## src/rtl/bfa_pkg.sv

```systemverilog
// shared types and constants of the bitmap frame allocator
`default_nettype none

package bfa_pkg;

  localparam int unsigned FRAME_SHIFT = 12;
  localparam int unsigned ADDR_W      = 27;
  localparam int unsigned COUNT_W     = 16;
  localparam int unsigned RANGE_FW    = 17;

  localparam logic [1:0] CMD_RELEASE  = 2'd0;
  localparam logic [1:0] CMD_RESERVE  = 2'd1;
  localparam logic [1:0] CMD_ALLOCATE = 2'd2;

  localparam logic [7:0] BYTE_FULL = 8'hFF;

  typedef enum logic [1:0] {
    MODE_CLEAR,
    MODE_SET,
    MODE_ALLOC
  } bfa_mode_e;

  typedef struct packed {
    logic [1:0]  command;
    logic [14:0] range_start;
    logic [15:0] end_frame;
  } bfa_in_t;

  typedef struct packed {
    logic [ADDR_W-1:0] frame_address;
    logic              found;
  } bfa_out_t;

  typedef struct packed {
    logic [7:0] new_byte;
    logic       hit;
    logic [2:0] bit_idx;
  } bfa_byte_res_t;

endpackage

`default_nettype wire

```

## src/rtl/bfa_byte_unit.sv

```systemverilog
// shared byte update unit: range mask set or clear, lowest free bit search
`default_nettype none

module bfa_byte_unit
  import bfa_pkg::*;
#(
  parameter int unsigned FW = 17
) (
  input  wire logic [7:0]    byte_i,
  input  wire logic [FW-1:0] base_i,
  input  wire logic [FW-1:0] lo_i,
  input  wire logic [FW-1:0] hi_i,
  input  wire bfa_mode_e     mode_i,
  output bfa_byte_res_t      res_o
);

  logic [7:0]    mask;
  logic [FW-1:0] frame;
  logic [2:0]    idx;

  always_comb begin
    mask  = '0;
    frame = '0;
    for (int i = 0; i < 8; i++) begin
      frame   = {base_i[FW-1:3], 3'(i)};
      mask[i] = (frame >= lo_i) && (frame < hi_i);
    end
  end

  always_comb begin
    idx = '0;
    for (int i = 7; i >= 0; i--) begin
      if (!byte_i[i]) begin
        idx = 3'(i);
      end
    end
  end

  always_comb begin
    res_o.hit     = 1'b0;
    res_o.bit_idx = idx;
    unique case (mode_i)
      MODE_CLEAR: res_o.new_byte = byte_i & ~mask;
      MODE_SET:   res_o.new_byte = byte_i | mask;
      MODE_ALLOC: begin
        res_o.hit      = (byte_i != BYTE_FULL);
        res_o.new_byte = byte_i | (8'd1 << idx);
      end
      default:    res_o.new_byte = byte_i;
    endcase
  end

endmodule

`default_nettype wire

```

## config.mk

```make
export PLATFORM = sky130hd
export DESIGN_NAME = bfa_byte_unit
export DESIGN_NICKNAME = d
export VERILOG_FILES = /design/src/rtl/bfa_pkg.sv /design/src/rtl/bfa_byte_unit.sv
export SDC_FILE = /design/constraint.sdc
export NUM_CORES = 1
export LEC_CHECK = 0
export ABC_AREA = 0
export ABC_CLOCK_PERIOD_IN_PS = 3100
export BUFFER_PORTS_ARGS = -buffer_cell sky130_fd_sc_hd__buf_2
export CAP_MARGIN = 20
export CORE_MARGIN = 2
export CORE_UTILIZATION = 38
export DETAILED_ROUTE_END_ITERATION = 7
export PLACE_DENSITY = 0.66
export SLEW_MARGIN = 25
export SYNTH_ARGS = -nofsm -noshare
export SYNTH_HDL_FRONTEND = slang
export SYNTH_SLANG_ARGS = --single-unit
```

## constraint.sdc

```tcl
create_clock -name vclk -period 3.1
set_input_delay 0.31 -clock vclk [all_inputs]
set_output_delay 0.31 -clock vclk [all_outputs]
set_load 0.1 [all_outputs]
```

# Word-level counts from Yosys, hierarchy flattened
# Cells that the tools add are included.
dict set report word_totals {
  reg_bits 0
  input_bits 61
}
dict set report op_classes {
  order_cmp 16
  n_eq_ne 3
  shifts 1
  mux 10
  bitwise 4
  n_reduce_logical 9
}
# op n
set op_table {}
lappend op_table {{greater-or-equal comparator 17 bit} 8}
lappend op_table {{less-than comparator 17 bit} 8}
lappend op_table {{two-way mux 3 bit} 8}
lappend op_table {{case mux 8 bit (3 select lines)} 1}
lappend op_table {{bitwise OR 8 bit} 2}
lappend op_table {{bitwise AND 8 bit} 1}
lappend op_table {{logical AND 1 bit} 8}
lappend op_table {{!= test 8 bit, second input constant} 1}
lappend op_table {{NOT 8 bit} 1}
lappend op_table {{left shift 1 x 3 -> 8 bit, first input constant} 1}
lappend op_table {{== test 2 x 1 -> 1 bit, second input constant} 1}
lappend op_table {{== test 2 bit, second input constant} 1}
lappend op_table {{logical NOT 2 bit} 1}
lappend op_table {{two-way mux 1 bit} 1}

# Depth between registers and ports, before layout
dict set report depth {
  word_depth 11
  depth_mapped 9
  ltp_nobuf 8
}

# Least setup slack after synthesis
# OpenSTA, ideal clock, no wires.
dict set report synth_timing {
  kind {input to output}
  from {input hi_i[12]}
  to {output res_o[9] (netlist name)}
  t_arrival_ps 3158
  slack_ps -368
  path_stages 9
  path_buffers 1
  cell_sequence {inv_1 ha_1 nand2_1 o21ai_1 a221oi_2 buf_4 nand3_1 a21oi_1 mux2i_1}
}
# item line
set synth_rtl {}
lappend synth_rtl {{start, declared} bfa_byte_unit.sv:12} ;# input wire logic [FW-1:0] hi_i,
lappend synth_rtl {{end, declared} bfa_byte_unit.sv:14} ;# output bfa_byte_res_t res_o

==> summary.txt <==
Finish
  – Multi-input gate area: 1480 um^2
  – Final Cell Area: 2100 um^2
  – Clkbuf count: 0
  – Area Growth Syn to Fin: 38.5%
  – Number of fill cells in the layout: 380
  – Nets: roughly 380
  – Seq cells: 0
  – Total area of sequential cells: 0 um^2
  – Share of post-route cells with drive strength above 1: 0.382
  – Post-Layout Cell Count: 331
  – Ant diodes: 0

Global route
  – Largest net degree at the start of global routing: 12
  – Grt met1 use: 0.245
  – First-pass GRT wire length: 6.29 mm
  – Met2 usage: 0.302
  – Tot GR Track Use: 0.170
  – Initial antenna violation count: 0
  – GRT met3 Usage: 0.00167
  – Via count of the first global-routing pass: 1509
  – Grt total ovfl: 0
  – Busiest grt layer: met2

Logic synthesis
  – Synthesized instance count: 218
  – Yosys top cell area share: 0.273
  – Syn_nets: 312
  – Syn Area/Cell: 6.95 um^2
  – Sequential area share after synthesis: 0
  – Count leader, synth: inv_1
  – Leading area contributor after synthesis: ha_1
  – Number of synthesis warnings: 0
  – Count of cell types in the netlist: 50
  – Most frequent cells after synthesis: inv_1, ha_1, a21oi_1
  – Mapped Area: ~1500 um^2
  – Synth top area cells: ha_1, inv_1, a21oi_1

Drt
  – Drt total wl: 3.78 mm
  – Number of vias per cell: 5.18
  – Post-route ant nets: 0
  – Vias: 1714
  – First-pass DRT Iterations: 4
  – DR iter-0 viols: 82
  – # DRC: 0
  – Wire per inst: roughly 11 um

STA
  – Final Hold Vio Count: 0
  – Final period util: 0.891
  – Setup violations, final: 0
  – RSZ-0062 raised after global routing: false
  – Slew Viols, Final: 0
  – Slew @ Worst Pin: 0.487 ns
  – Setup_tns: 0 ns
  – Achievable Freq: 0.362 GHz
  – Max transition margin: 0.678
  – Min Tclk post-route: between 2 and 3 ns
  – Final worst slack: roughly 0.34 ns

Critical path
  – Critical Path Start Type: input port
  – Crit path top cell by count: buf_2
  – WS Path Type: in2out
  – Worst Path Required: between 2 and 3 ns
  – Crit. End Element: primary output
  – CP max-delay cell: buf_2
  – Slowest stage delay, CP: roughly 0.45 ns
  – Crit-path cells: buf_2 -> ha_1 -> and4_4 -> and2_4 -> a22o_4 -> nor3_1 -> o211ai_1 -> o221ai_2 -> buf_2
  – Critical Path Fanout Max: 7
  – Worst path arrival time: 2.45 ns

Place
  – Gpl congestion: 0.829
  – I/O Buffers: 70
  – Placed Cells: 331
  – Placed instance area: 2100 um^2
  – Post-Place Setup Slack: 0.341 ns
  – Dpl hpwl: 3.41 mm

Die
  – Row count: 22
  – IO Pins: 73
  – Core ar.: 3740 um^2
  – Starting density of the core: 0.405
  – DIE AREA: 4510 um^2
  – DIE HEIGHT: approximately 67 um
  – Die width: 67.1 um

Clocking
  – Post-cts sizing count: 0
  – Setup bufs post-CTS: 0
  – Hold_buf cts: 0

Pwr
  – P_leak: 0.00105 uW
  – Clock power frac: 0
  – Psw: 302 uW
  – Peak supply drop: 85.7 uV
  – Power Internal: 167 uW
  – Logic pwr share: 1.000
  – Pwr dens: 223 nW/um^2
  – Sequential power share: 0
  – Switching Share: 0.645

Flow run
  – Max-Cap Viols: 0

Outcome
  – Run status: completed

Min path
  – Hold Crit Class: in2out
  – Hold Path Stages: 4
final timing paths:
path / startpoint / endpoint / slack, ns
max: base_i[12] / res_o[10] / 0.34
min: byte_i[7] / res_o[11] / 1.10
power by group through the flow:
stage / Sequential, uW / Combinational (uW) / Clock (uW)
floorplan: 0 / 328 / 0
global placement: 0 / 466 / 0
detailed placement: 0 / 471 / 0
CTS: 0 / 472 / 0
global route: 0 / 508 / 0
finish: 0 / 468 / 0
stage by stage:
stage	util	hold WS, ns	total power (uW)
after floorplan	-	1.06	328
after global placement	0.560	1.10	466
after detailed placement	0.560	1.10	471
after CTS	0.560	1.10	472
after global routing	0.560	1.13	508
final	0.560	1.10	468
per-layer routing:
metal,up-vias,share of wire,wire length (um)
li1,934,-,-
met1,733,0.50,1880
met2,47,0.45,1690
met3,0,0.057,214
met4,0,0,0
met5,-,0,0
cells by family (layout without fill, tap and decap cells):
kind of cell             Yosys count  in the layout  share of synthesized area
AO/OA/AOI/OAI                     72             72                      0.341
AND/OR/NAND/NOR                   71             71                      0.269
buffers and inverters             40            105                      0.104
adder cells (fa/ha/maj)           33             33                      0.273
multiplexers                       2              2                     0.0132
critical path: cells and delay by family:
family          cells  cell delay [ns]
compound gates      3             0.51
fa+ha+maj           1             0.33
buf+inv             2             0.57
simple gates        3             0.72
area by class of cell:
type / count / area share
well taps: 48 / 0.0286
inverters: 34 / 0.0608
repair buffers: 71 / 0.206
multi-input cells: 178 / 0.704
layout by cell type, fill, tap and decap left out, types with 2 or more instances in the layout:
cell type	Yosys	final
o21ai_1	1	2
o31ai_1	3	3
buf_2	2	65
nand4_1	5	5
nand3_1	7	6
nor3_4	1	3
o311ai_2	3	3
o211ai_1	4	4
nor2b_1	3	3
inv_1	34	30
o31a_1	3	3
nand3_2	1	2
ha_1	33	27
a21oi_2	1	4
o221ai_1	3	2
mux2i_2	0	2
o21ai_0	12	11
nand2b_1	4	4
a211oi_1	3	3
a21oi_1	23	20
nor4_1	2	2
nor3_1	6	6
and4_1	2	2
nand2_1	19	18
nor2_1	11	11
and4_4	2	2
inv_2	0	4
ha_4	0	6
a21o_1	3	3
nand2_2	1	2
buf_12	0	5
No activity file was read; power rests on OpenSTA's default activity.
